## src/design/bsa_pkg.sv

```systemverilog
`timescale 1ns / 1ps
// ----------------------------------------------------------------------------
// bsa_pkg: shared types and codes of the bounded weight stack.
// Holds the request and result payload structs, the command and status codes
// and the status struct of the serial divider.
// ----------------------------------------------------------------------------
package bsa_pkg;

  // Field widths fixed by the interface.
  localparam int CMD_W    = 3;
  localparam int WEIGHT_W = 16;
  localparam int STATUS_W = 2;
  localparam int COUNT_W  = 5;
  localparam int AVG_W    = 23;

  typedef logic [CMD_W-1:0]    cmd_t;
  typedef logic [WEIGHT_W-1:0] weight_t;
  typedef logic [STATUS_W-1:0] status_t;
  typedef logic [COUNT_W-1:0]  count_t;
  typedef logic [AVG_W-1:0]    avg_t;

  // Command codes.
  localparam cmd_t CMD_PUSH = 3'd0;
  localparam cmd_t CMD_POP  = 3'd1;
  localparam cmd_t CMD_PEEK = 3'd2;
  localparam cmd_t CMD_AVG  = 3'd3;
  localparam cmd_t CMD_LIST = 3'd4;

  // Result status codes.
  localparam status_t ST_OK    = 2'd0;
  localparam status_t ST_FULL  = 2'd1;
  localparam status_t ST_EMPTY = 2'd2;

  // One input request.
  typedef struct packed {
    cmd_t    cmd;
    weight_t weight_in;
  } in_req_t;

  // One result.
  typedef struct packed {
    status_t status;
    weight_t weight_out;
    count_t  entry_count;
    avg_t    average_hundredths;
    logic    last;
  } out_res_t;

  // Status of the serial divider.
  typedef struct packed {
    logic busy;
    logic done;
  } div_status_t;

endpackage

```

## src/design/bsa_ram.sv

```systemverilog
`timescale 1ns / 1ps
// ----------------------------------------------------------------------------
// bsa_ram: generic single-clock RAM.
// One write port and one read port; read data is registered and holds its
// value on cycles without a read.
// ----------------------------------------------------------------------------
module bsa_ram #(
  parameter int WIDTH = 16,
  parameter int DEPTH = 16,
  localparam int AW = (DEPTH > 1) ? $clog2(DEPTH) : 1
) (
  input  logic             clk,
  input  logic             wr_en,
  input  logic [AW-1:0]    wr_addr,
  input  logic [WIDTH-1:0] wr_data,
  input  logic             rd_en,
  input  logic [AW-1:0]    rd_addr,
  output logic [WIDTH-1:0] rd_data
);

  logic [WIDTH-1:0] mem_r [DEPTH];
  logic [WIDTH-1:0] rd_data_r;

  // Write port.
  always_ff @(posedge clk) begin
    if (wr_en) begin
      mem_r[wr_addr] <= wr_data;
    end
  end

  // Registered read port.
  always_ff @(posedge clk) begin
    if (rd_en) begin
      rd_data_r <= mem_r[rd_addr];
    end
  end

  assign rd_data = rd_data_r;

endmodule

```

## src/design/bsa_div.sv

```systemverilog
`timescale 1ns / 1ps
// ----------------------------------------------------------------------------
// bsa_div: bit-serial restoring divider.
// Produces one quotient bit per cycle, most significant first, and keeps the
// quotient until the next start.
// ----------------------------------------------------------------------------
module bsa_div #(
  parameter int DW = 28,
  parameter int CW = 5,
  localparam int SCW = $clog2(DW + 1)
) (
  input  logic                 clk,
  input  logic                 rst_n,
  input  logic                 start,
  input  logic [DW-1:0]        dividend,
  input  logic [CW-1:0]        divisor,
  output bsa_pkg::div_status_t status,
  output bsa_pkg::avg_t        quotient
);

  logic           busy_r, busy_nxt;
  logic           done_r, done_nxt;
  logic [SCW-1:0] step_r, step_nxt;
  logic [DW-1:0]  quo_r, quo_nxt;
  logic [CW-1:0]  rem_r, rem_nxt;
  logic [CW-1:0]  dsr_r, dsr_nxt;
  logic [CW:0]    trial;
  logic [CW:0]    diff;
  logic           fits;

  // Trial subtraction of the divisor from the shifted partial remainder.
  assign trial = {rem_r, quo_r[DW-1]};
  assign diff  = trial - {1'b0, dsr_r};
  assign fits  = (trial >= {1'b0, dsr_r});

  // Next-state logic: load on start, then shift one bit per cycle.
  always_comb begin
    busy_nxt = busy_r;
    done_nxt = done_r;
    step_nxt = step_r;
    quo_nxt  = quo_r;
    rem_nxt  = rem_r;
    dsr_nxt  = dsr_r;
    if (start) begin
      busy_nxt = 1'b1;
      done_nxt = 1'b0;
      step_nxt = SCW'(DW);
      quo_nxt  = dividend;
      rem_nxt  = '0;
      dsr_nxt  = divisor;
    end else if (busy_r) begin
      quo_nxt  = {quo_r[DW-2:0], fits};
      rem_nxt  = fits ? diff[CW-1:0] : trial[CW-1:0];
      step_nxt = step_r - SCW'(1);
      if (step_r == SCW'(1)) begin
        busy_nxt = 1'b0;
        done_nxt = 1'b1;
      end
    end
  end

  // Control flags.
  always_ff @(posedge clk) begin
    if (!rst_n) begin
      busy_r <= 1'b0;
      done_r <= 1'b0;
    end else begin
      busy_r <= busy_nxt;
      done_r <= done_nxt;
    end
  end

  // Datapath registers.
  always_ff @(posedge clk) begin
    step_r <= step_nxt;
    quo_r  <= quo_nxt;
    rem_r  <= rem_nxt;
    dsr_r  <= dsr_nxt;
  end

  // The quotient never exceeds the largest weight times one hundred.
  assign status.busy = busy_r;
  assign status.done = done_r;
  assign quotient    = bsa_pkg::avg_t'(quo_r);

endmodule

```

## src/design/bounded_stack_with_average.sv

```systemverilog
`timescale 1ns / 1ps
// ----------------------------------------------------------------------------
// bounded_stack_with_average: bounded stack of 16-bit weights with average.
// Push, pop, peek, average in hundredths and bottom-to-top listing.
// ----------------------------------------------------------------------------
// The weights live in a single-port-read RAM of DEPTH entries; the count and
// the running sum sit in registers. One request is handled at a time, and a
// new one is taken while the previous result still waits in the output
// register. Push and unused codes finish in the execute state, pop and peek
// after one RAM read, average once the bit-serial divider is done with a
// dividend of DW = 23 + clog2(DEPTH + 1) bits, that is 28 at DEPTH 16, which
// it turns into one quotient bit per cycle, and list streams one entry per
// cycle through the RAM read port while the output is not stalled.
// No clearing pass runs after reset; entries are only read below the count.
// ----------------------------------------------------------------------------
module bounded_stack_with_average #(
  parameter int DEPTH = 16
) (
  input  logic              clk,
  input  logic              rst_n,
  input  logic              in_valid,
  output logic              in_stall,
  input  bsa_pkg::in_req_t  in_data,
  output logic              out_valid,
  input  logic              out_stall,
  output bsa_pkg::out_res_t out_data
);

  localparam int CW = $clog2(DEPTH + 1);
  localparam int AW = (DEPTH > 1) ? $clog2(DEPTH) : 1;
  localparam int SW = bsa_pkg::WEIGHT_W + CW;
  localparam int DW = SW + 7;

  typedef enum logic [4:0] {
    S_IDLE = 5'b00001,
    S_EXEC = 5'b00010,
    S_READ = 5'b00100,
    S_DIV  = 5'b01000,
    S_LIST = 5'b10000
  } state_t;

  state_t              state_r, state_nxt;
  bsa_pkg::cmd_t       cmd_r;
  bsa_pkg::weight_t    weight_r;
  logic [CW-1:0]       count_r, count_nxt;
  logic [SW-1:0]       sum_r, sum_nxt;
  logic [AW-1:0]       idx_r, idx_nxt;
  logic                out_valid_r, out_valid_nxt;
  bsa_pkg::out_res_t   out_data_r, out_data_nxt;
  bsa_pkg::out_res_t   res;
  logic                out_load;

  logic                in_accept;
  logic                out_free;
  logic                is_empty;
  logic                is_full;
  logic                list_last;

  logic                wr_en;
  logic [AW-1:0]       wr_addr;
  logic                rd_en;
  logic [AW-1:0]       rd_addr;
  bsa_pkg::weight_t    rd_data;

  logic                div_start;
  logic [DW-1:0]       sum_ext;
  logic [DW-1:0]       sum_x100;
  bsa_pkg::div_status_t div_st;
  bsa_pkg::avg_t       div_quot;

  // Entry store.
  bsa_ram #(
    .WIDTH (bsa_pkg::WEIGHT_W),
    .DEPTH (DEPTH)
  ) u_ram (
    .clk     (clk),
    .wr_en   (wr_en),
    .wr_addr (wr_addr),
    .wr_data (weight_r),
    .rd_en   (rd_en),
    .rd_addr (rd_addr),
    .rd_data (rd_data)
  );

  // Sum times one hundred as 64 + 32 + 4 times the sum.
  assign sum_ext  = DW'(sum_r);
  assign sum_x100 = (sum_ext << 6) + (sum_ext << 5) + (sum_ext << 2);

  // Serial divider for the average.
  bsa_div #(
    .DW (DW),
    .CW (CW)
  ) u_div (
    .clk      (clk),
    .rst_n    (rst_n),
    .start    (div_start),
    .dividend (sum_x100),
    .divisor  (count_r),
    .status   (div_st),
    .quotient (div_quot)
  );

  // Handshake terms.
  assign in_stall  = (state_r != S_IDLE);
  assign in_accept = in_valid && !in_stall;
  assign out_free  = !out_valid_r || !out_stall;
  assign is_empty  = (count_r == '0);
  assign is_full   = (count_r == CW'(DEPTH));
  assign list_last = ((CW'(idx_r) + CW'(1)) == count_r);

  // Command sequencer.
  always_comb begin
    state_nxt = state_r;
    count_nxt = count_r;
    sum_nxt   = sum_r;
    idx_nxt   = idx_r;
    wr_en     = 1'b0;
    wr_addr   = AW'(count_r);
    rd_en     = 1'b0;
    rd_addr   = AW'(count_r - CW'(1));
    div_start = 1'b0;
    out_load  = 1'b0;
    res       = '0;
    res.status = bsa_pkg::ST_OK;
    res.last   = 1'b1;

    case (state_r)
      S_IDLE: begin
        if (in_accept) begin
          state_nxt = S_EXEC;
        end
      end
      S_EXEC: begin
        case (cmd_r)
          bsa_pkg::CMD_PUSH: begin
            if (out_free) begin
              if (is_full) begin
                res.status = bsa_pkg::ST_FULL;
              end else begin
                wr_en     = 1'b1;
                count_nxt = count_r + CW'(1);
                sum_nxt   = sum_r + SW'(weight_r);
              end
              out_load  = 1'b1;
              state_nxt = S_IDLE;
            end
          end
          bsa_pkg::CMD_POP, bsa_pkg::CMD_PEEK: begin
            if (!is_empty) begin
              rd_en     = 1'b1;
              state_nxt = S_READ;
            end else if (out_free) begin
              res.status = bsa_pkg::ST_EMPTY;
              out_load   = 1'b1;
              state_nxt  = S_IDLE;
            end
          end
          bsa_pkg::CMD_AVG: begin
            if (!is_empty) begin
              div_start = 1'b1;
              state_nxt = S_DIV;
            end else if (out_free) begin
              res.status = bsa_pkg::ST_EMPTY;
              out_load   = 1'b1;
              state_nxt  = S_IDLE;
            end
          end
          bsa_pkg::CMD_LIST: begin
            if (!is_empty) begin
              idx_nxt   = '0;
              rd_en     = 1'b1;
              rd_addr   = '0;
              state_nxt = S_LIST;
            end else if (out_free) begin
              res.status = bsa_pkg::ST_EMPTY;
              out_load   = 1'b1;
              state_nxt  = S_IDLE;
            end
          end
          default: begin
            // Unused codes leave the state alone and report plain success.
            if (out_free) begin
              out_load  = 1'b1;
              state_nxt = S_IDLE;
            end
          end
        endcase
      end
      S_READ: begin
        // Top entry is in the read register; pop also retires it.
        if (out_free) begin
          res.weight_out = rd_data;
          if (cmd_r == bsa_pkg::CMD_POP) begin
            count_nxt = count_r - CW'(1);
            sum_nxt   = sum_r - SW'(rd_data);
          end
          out_load  = 1'b1;
          state_nxt = S_IDLE;
        end
      end
      S_DIV: begin
        if (div_st.done && out_free) begin
          res.average_hundredths = div_quot;
          out_load  = 1'b1;
          state_nxt = S_IDLE;
        end
      end
      S_LIST: begin
        // Emit the current entry and fetch the next one in the same cycle.
        if (out_free) begin
          res.weight_out = rd_data;
          res.last       = list_last;
          out_load       = 1'b1;
          if (list_last) begin
            state_nxt = S_IDLE;
          end else begin
            idx_nxt = idx_r + AW'(1);
            rd_en   = 1'b1;
            rd_addr = idx_r + AW'(1);
          end
        end
      end
      default: begin
        state_nxt = S_IDLE;
      end
    endcase

    // Every result reports the count left after the step.
    res.entry_count = bsa_pkg::count_t'(count_nxt);
  end

  // Output register: freed when taken, loaded with a new result.
  always_comb begin
    out_valid_nxt = out_valid_r && out_stall;
    out_data_nxt  = out_data_r;
    if (out_load) begin
      out_valid_nxt = 1'b1;
      out_data_nxt  = res;
    end
  end

  // Control registers.
  always_ff @(posedge clk) begin
    if (!rst_n) begin
      state_r     <= S_IDLE;
      count_r     <= '0;
      sum_r       <= '0;
      out_valid_r <= 1'b0;
    end else begin
      state_r     <= state_nxt;
      count_r     <= count_nxt;
      sum_r       <= sum_nxt;
      out_valid_r <= out_valid_nxt;
    end
  end

  // Request capture, list index and result payload.
  always_ff @(posedge clk) begin
    if (in_accept) begin
      cmd_r    <= in_data.cmd;
      weight_r <= in_data.weight_in;
    end
    idx_r      <= idx_nxt;
    out_data_r <= out_data_nxt;
  end

  assign out_valid = out_valid_r;
  assign out_data  = out_data_r;

`ifndef ASSERT_OFF
  // The count never passes the depth.
  a_count_bound: assert property (@(posedge clk) disable iff (!rst_n)
    count_r <= CW'(DEPTH))
    else $error("entry count exceeds depth");

  // An empty stack carries no running sum.
  a_sum_empty: assert property (@(posedge clk) disable iff (!rst_n)
    (count_r == '0) |-> (sum_r == '0))
    else $error("running sum nonzero on empty stack");

  // The list walk stays below the count.
  a_list_index: assert property (@(posedge clk) disable iff (!rst_n)
    (state_r == S_LIST) |-> (CW'(idx_r) < count_r))
    else $error("list index beyond stored entries");

  // The divider only runs while an average is pending.
  a_div_owner: assert property (@(posedge clk) disable iff (!rst_n)
    div_st.busy |-> (state_r == S_DIV))
    else $error("divider busy outside average");
`endif

endmodule
```

## config.mk

```make
export PLATFORM = sky130hd
export DESIGN_NAME = bounded_stack_with_average
export DESIGN_NICKNAME = d
export VERILOG_FILES = /design/src/design/bsa_pkg.sv /design/src/design/bsa_ram.sv /design/src/design/bsa_div.sv /design/src/design/bounded_stack_with_average.sv
export SDC_FILE = /design/constraint.sdc
export NUM_CORES = 1
export LEC_CHECK = 0
export ABC_CLOCK_PERIOD_IN_PS = 5900
export BUFFER_PORTS_ARGS = -buffer_cell sky130_fd_sc_hd__buf_4
export CORE_ASPECT_RATIO = 0.5
export CORE_UTILIZATION = 62
export DETAILED_ROUTE_END_ITERATION = 6
export HOLD_SLACK_MARGIN = 0.15
export PLACE_DENSITY_LB_ADDON = 0.12
export SYNTH_ARGS = -nofsm -noshare
export SYNTH_HDL_FRONTEND = slang
export SYNTH_HIERARCHICAL = 1
export SYNTH_SLANG_ARGS = --single-unit
```

## constraint.sdc

```tcl
create_clock -name clk -period 5.9 [get_ports clk]
set_clock_uncertainty 0.2 [all_clocks]
set_input_delay 0.59 -clock clk [delete_from_list [all_inputs] [get_ports clk]]
set_output_delay 0.59 -clock clk [all_outputs]
set_load 0.005 [all_outputs]
```

Yosys cells after proc, flatten, opt, wreduce, memory -nomap -nowiden
Memories as Yosys holds them, arrays and structs flattened. A register that Yosys moved wholly into a read port is not among the register bits.
Index checks and enable logic that the tools add are counted.

storage, ports and cells
  output and inout bits = 49
  logic and storage cells = 142
  input bits = 23
  memories = 1
  flip-flop bits (word level) = 147
  RAM bits = 256

operators by class
  equality and inequality tests = 25
  bitwise gates (word level) = 1
  reductions and logical operators = 24
  add/subtract/negate cells = 10
  $lt $le $gt $ge = 1
  mux-type cells = 62

memory list
  name         depth  width  read ports  clocked after Yosys merged registers in  write ports  line           RTL
  u_ram.mem_r  16     16     1           1                                        1            bsa_ram.sv:21  logic [WIDTH-1:0] mem_r [DEPTH];

operators with widths
  cell                                                  count
  2-to-1 mux 21 bit                                     5
  2-to-1 mux 5 bit                                      14
  2-to-1 mux 28 bit                                     2
  case mux 21 bit (2 select lines)                      1
  2-to-1 mux 4 bit                                      8
  adder 27 x 26 -> 28 bit                               1
  adder 28 x 23 -> 28 bit                               1
  case mux 5 bit (5 select lines)                       1
  2-to-1 mux 1 bit                                      22
  adder 21 x 16 -> 21 bit                               1
  subtractor 21 x 16 -> 21 bit                          1
  inequality test 2 bit (second input constant)         10
  case mux 4 bit (2 select lines)                       2
  case mux 5 bit (3 select lines)                       1
  equality test 5 x 1 -> 1 bit (second input constant)  2
  equality test 5 bit (second input constant)           2
  case mux 5 bit (2 select lines)                       1
  subtractor 5 x 1 -> 5 bit (second input constant)     2
  AND reduction 2 bit                                   4
  equality test 3 x 2 -> 1 bit (second input constant)  2
  greater-or-equal comparator 6 x 5 -> 1 bit            1
  AND reduction 6 bit                                   1
  nonzero test 2 bit                                    3
  OR reduction 2 bit                                    3
  26 further kinds                                      32

Depth between registers and ports, before layout
  word-level depth = 7
  gate-level depth with buffers = 18
  depth with buffers taken out = 17

Hierarchy
Netlist, hierarchy kept.

modules (own cells, without submodules)
  module                      cells each  times used  seq. area each (um2)  area each (um2)
  bsa_ram                     432         1           8,167.8               10,203.5
  bounded_stack_with_average  724         1           2,742.6               7,065.5
  bsa_div                     179         1           1,231.2               2,259.7

Least setup slack after synthesis
OpenSTA, ideal clock, no wires.

  kind = flip-flop to flip-flop
  start point = register count_r[0]
  end point = register out_data_r, in the netlist out_data[0], enable pin
  data arrival time = 4,697 ps
  cell stages (with the launch flop) = 6
  required time = 5,183 ps
  buffers on the path = 0
  slack = 487 ps
  setup time = 517 ps
  period minus slack after synthesis = 5,413 ps
  path through = dfxtp_1 inv_1 ha_1 nor4b_1 o21bai_1 o21ai_0

between the ends
  word-level cells in the longest chain between the ends = 4

ends and longest elaborated chain
  item                             line                               RTL
  from (decl)                      bounded_stack_with_average.sv:45   logic [CW-1:0] count_r, count_nxt;
  from (signal assigned)           bounded_stack_with_average.sv:251  count_r <= count_nxt;
  logical NOT 5 bit                bounded_stack_with_average.sv:107  assign is_empty = (count_r == '0);
  2-to-1 mux 1 bit                 bounded_stack_with_average.sv:149  if (!is_empty) begin
  2-to-1 mux 1 bit                 --
  case mux 1 bit (3 select lines)  bounded_stack_with_average.sv:127  case (state_r)
  via out_load                     bounded_stack_with_average.sv:51   logic out_load;
  to (signal assigned)             bounded_stack_with_average.sv:264  out_data_r <= out_data_nxt;
  to (decl)                        bounded_stack_with_average.sv:49   bsa_pkg::out_res_t out_data_r, out_data_nxt;

The timed path passes the listed nets, and every way through them passes these cells.
A chain may end at the register's enable or synchronous reset.

Worst setup path after layout
  start point = register count_r[0]
  end point = register u_ram.rd_data_r[14], in the netlist u_ram/rd_data[14], read port of u_ram.mem_r, data pin

between the ends
  word-level cells in the longest chain between the ends = 4
  elaborated cells on any way between the ends = 13
  classes of those cells = add/sub (1); eq/ne (1); mux (10); reduce/logical (1)

ends and longest elaborated chain
  item                                               line                                                                  RTL
  subtractor 5 x 1 -> 5 bit (tied with other cells)  --
  2-to-1 mux 4 bit, on equally long branches         bounded_stack_with_average.sv:214, bounded_stack_with_average.sv:169
  2-to-1 mux 4 bit, on equally long branches         bounded_stack_with_average.sv:210, bounded_stack_with_average.sv:134
  case mux 4 bit (2 select lines) *                  bounded_stack_with_average.sv:127
  via rd_addr[1]                                     bounded_stack_with_average.sv:62                                      logic [AW-1:0] rd_addr;
  to (decl)                                          bsa_ram.sv:22                                                         logic [WIDTH-1:0] rd_data_r;

The timed path passes the listed nets; every way through them passes the cells marked *.

==> out/metrics.cfg <==
[cells_and_area]
diodes=0
final_cell_mix=375 x edfxtp_1, 96 x nand2_1, 96 x buf_4
num-fill-cells=1982
fin_nets=1514
final_common_cell=edfxtp_1
area_growth_pct=11.9
drive_above_1_share_pct=18.0
final_area_um2=21800

[timing]
tightest_slew_ns=1.20
maxSlewViolCount=0
relSlewSlack_pct=19.6
fmax_mhz=220
fin_crit_ns=4.55
whs_ns=0.255
setup_viol=0
rsz0062_at_grt=no
tns_ns=0
hold_violations=0
fin_crit_sh_pct=77.1

[pwr]
p_sw_w=0.00142
internal_power_w=0.00491
pwr-share-comb_pct=6.5
power_density_nw_per_um2=290
seqPwrFrac_pct=54.8
leakagePower_nw=7.97
ir_drop_mv=0.201
power.share.switching_pct=22.4
power_frac_clock_pct=38.7

[critical_path]
cp.buffers_inverters=2
required_ns=5.99
path_cells=inv_1, ha_1, nor4b_1, nor2_1, nand4_1, nand2b_1, mux2i_4, buf_4, mux4_2, a22oi_1, nand2_1
crit_family=simple AND/OR/NAND/NOR gates
cp_max_fo=24
cpPeakStageDelay_ns=0.74
cp_slowest_cell=mux2i_4
crit_type=register to register
cp.arrival_ns=4.63
critPathLaunchType=register
end_kind=register

[synthesis]
syn_area_per_cell_um2=14.6
synth_area_um2=19500
syn_inst=1334
yosys_warnings=6

[detailed_routing]
via_per_inst=6.26
firstDrtPassIters=7
drc=0
antenna_left=0
drt_iter0_markers=993
drt-total-wl_mm=43.2
routedWlPerCell_um=23.2
vias=11700

[worst_hold_path]
worstHoldPathType=input pin to register

[cts]
htree_levels=2
clkTransAtPathRegs_ns=0.07
cts_num_sinks=419
cts_root_buf=clkbuf_16
cts_tree=yes
cts_max_path_buffers=3
clk_latency_ns=0.55
cts_buffers=37

[global_route]
grt_antenna_before_repair=0
grt_usage_pct=27.6
grt_max_degree=65
grt_first_pass_wirelength_mm=66.3
grt_pass1_vias=11500
grt_overflow=0

[place]
place_hpwl_mm=26.7
placed_cell_area_um2=20400
gp_congestion=0.891
port-buffer-count=71

[die]
dieWidth_um=253
num_io_pins=72
dieArea_um2=32200
die_h_um=127
placementRows=45
initial_core_util_pct=63.7
core_um2=30600

[status]
outcome=finished, final reports clean

[run]
cap_violations=0

-- metal layers --
layer	wire, um	vias to the layer above	track usage [%]
li1	-	5272	-
met1	17800	5778	38.5
met2	20700	543	44.3
met3	3730	80	5.34
met4	1010	0	9.20
met5	0	-	0
-- worst min-delay path, cell delays in order --
cell	delay [ns]
buf_4	0.10
nand2_1	0.12
a31oi_1	0.15
-- per-stage QoR --
| stage | total power, W | instances | worst slack [ns] | util [%] |
|---|---|---|---|---|
| after floorplan | 0.00374 | 1335 | 0.487 | - |
| after global placement | 0.00391 | 1777 | 1.62 | 66.7 |
| after detailed placement | 0.00393 | 1777 | 1.50 | 66.7 |
| after CTS | 0.00636 | 1865 | 1.40 | 71.3 |
| after global routing | 0.00652 | 1865 | 1.13 | 71.3 |
| final | 0.00633 | 1865 | 1.35 | 71.3 |
-- power groups by stage --
stage | Clock, W | Sequential (W) | Combinational, W
global placement | 0 | 0.00352 | 0.000388
floorplan | 0 | 0.00350 | 0.000238
global route | 0.00259 | 0.00348 | 0.000450
finish | 0.00245 | 0.00347 | 0.000413
CTS | 0.00248 | 0.00347 | 0.000413
detailed placement | 0 | 0.00353 | 0.000401
-- layout make-up --
| class | count | area [um^2] | area share (%) |
|---|---|---|---|
| flip-flops and latches | 419 | 12100 | 55.6 |
| multi-input cells | 802 | 6880 | 31.5 |
| clock buffers | 49 | 1000 | 4.59 |
| repair buffers | 117 | 941 | 4.31 |
| well taps | 423 | 529 | 2.42 |
| clock inverters | 19 | 214 | 0.980 |
| inverters | 36 | 135 | 0.619 |
-- timing repair --
action | in CTS | in global routing
setup endpoints to repair | 0 | 0
hold endpoints to repair | 20 | 0
setup buffers | 0 | 0
hold buffers | 20 | 0
gates resized for setup | 0 | 0
-- flip-flops by register name, summed over array words and instances (netlist names), 16 cells and up --
signal and count:
weight_r 16, sum_r 21, out_data 47, u_ram/rd_data 16
u_div/quo_r 28, u_ram/mem_r 256
-- worst paths after layout --
path | start | to | slack, ns | cells after the start
worst max-delay path | count_r[0] | u_ram/rd_data[14] | 1.35 | 11
worst min-delay path | out_stall | out_valid | 0.26 | 3
worst max register to register | count_r[0] | u_ram/rd_data[14] | 1.35 | 11
worst min register to register | u_div/step_r[1] | u_div/step_r[1] | 0.30 | 2
Note: power is estimated with default switching activity, not from simulation.
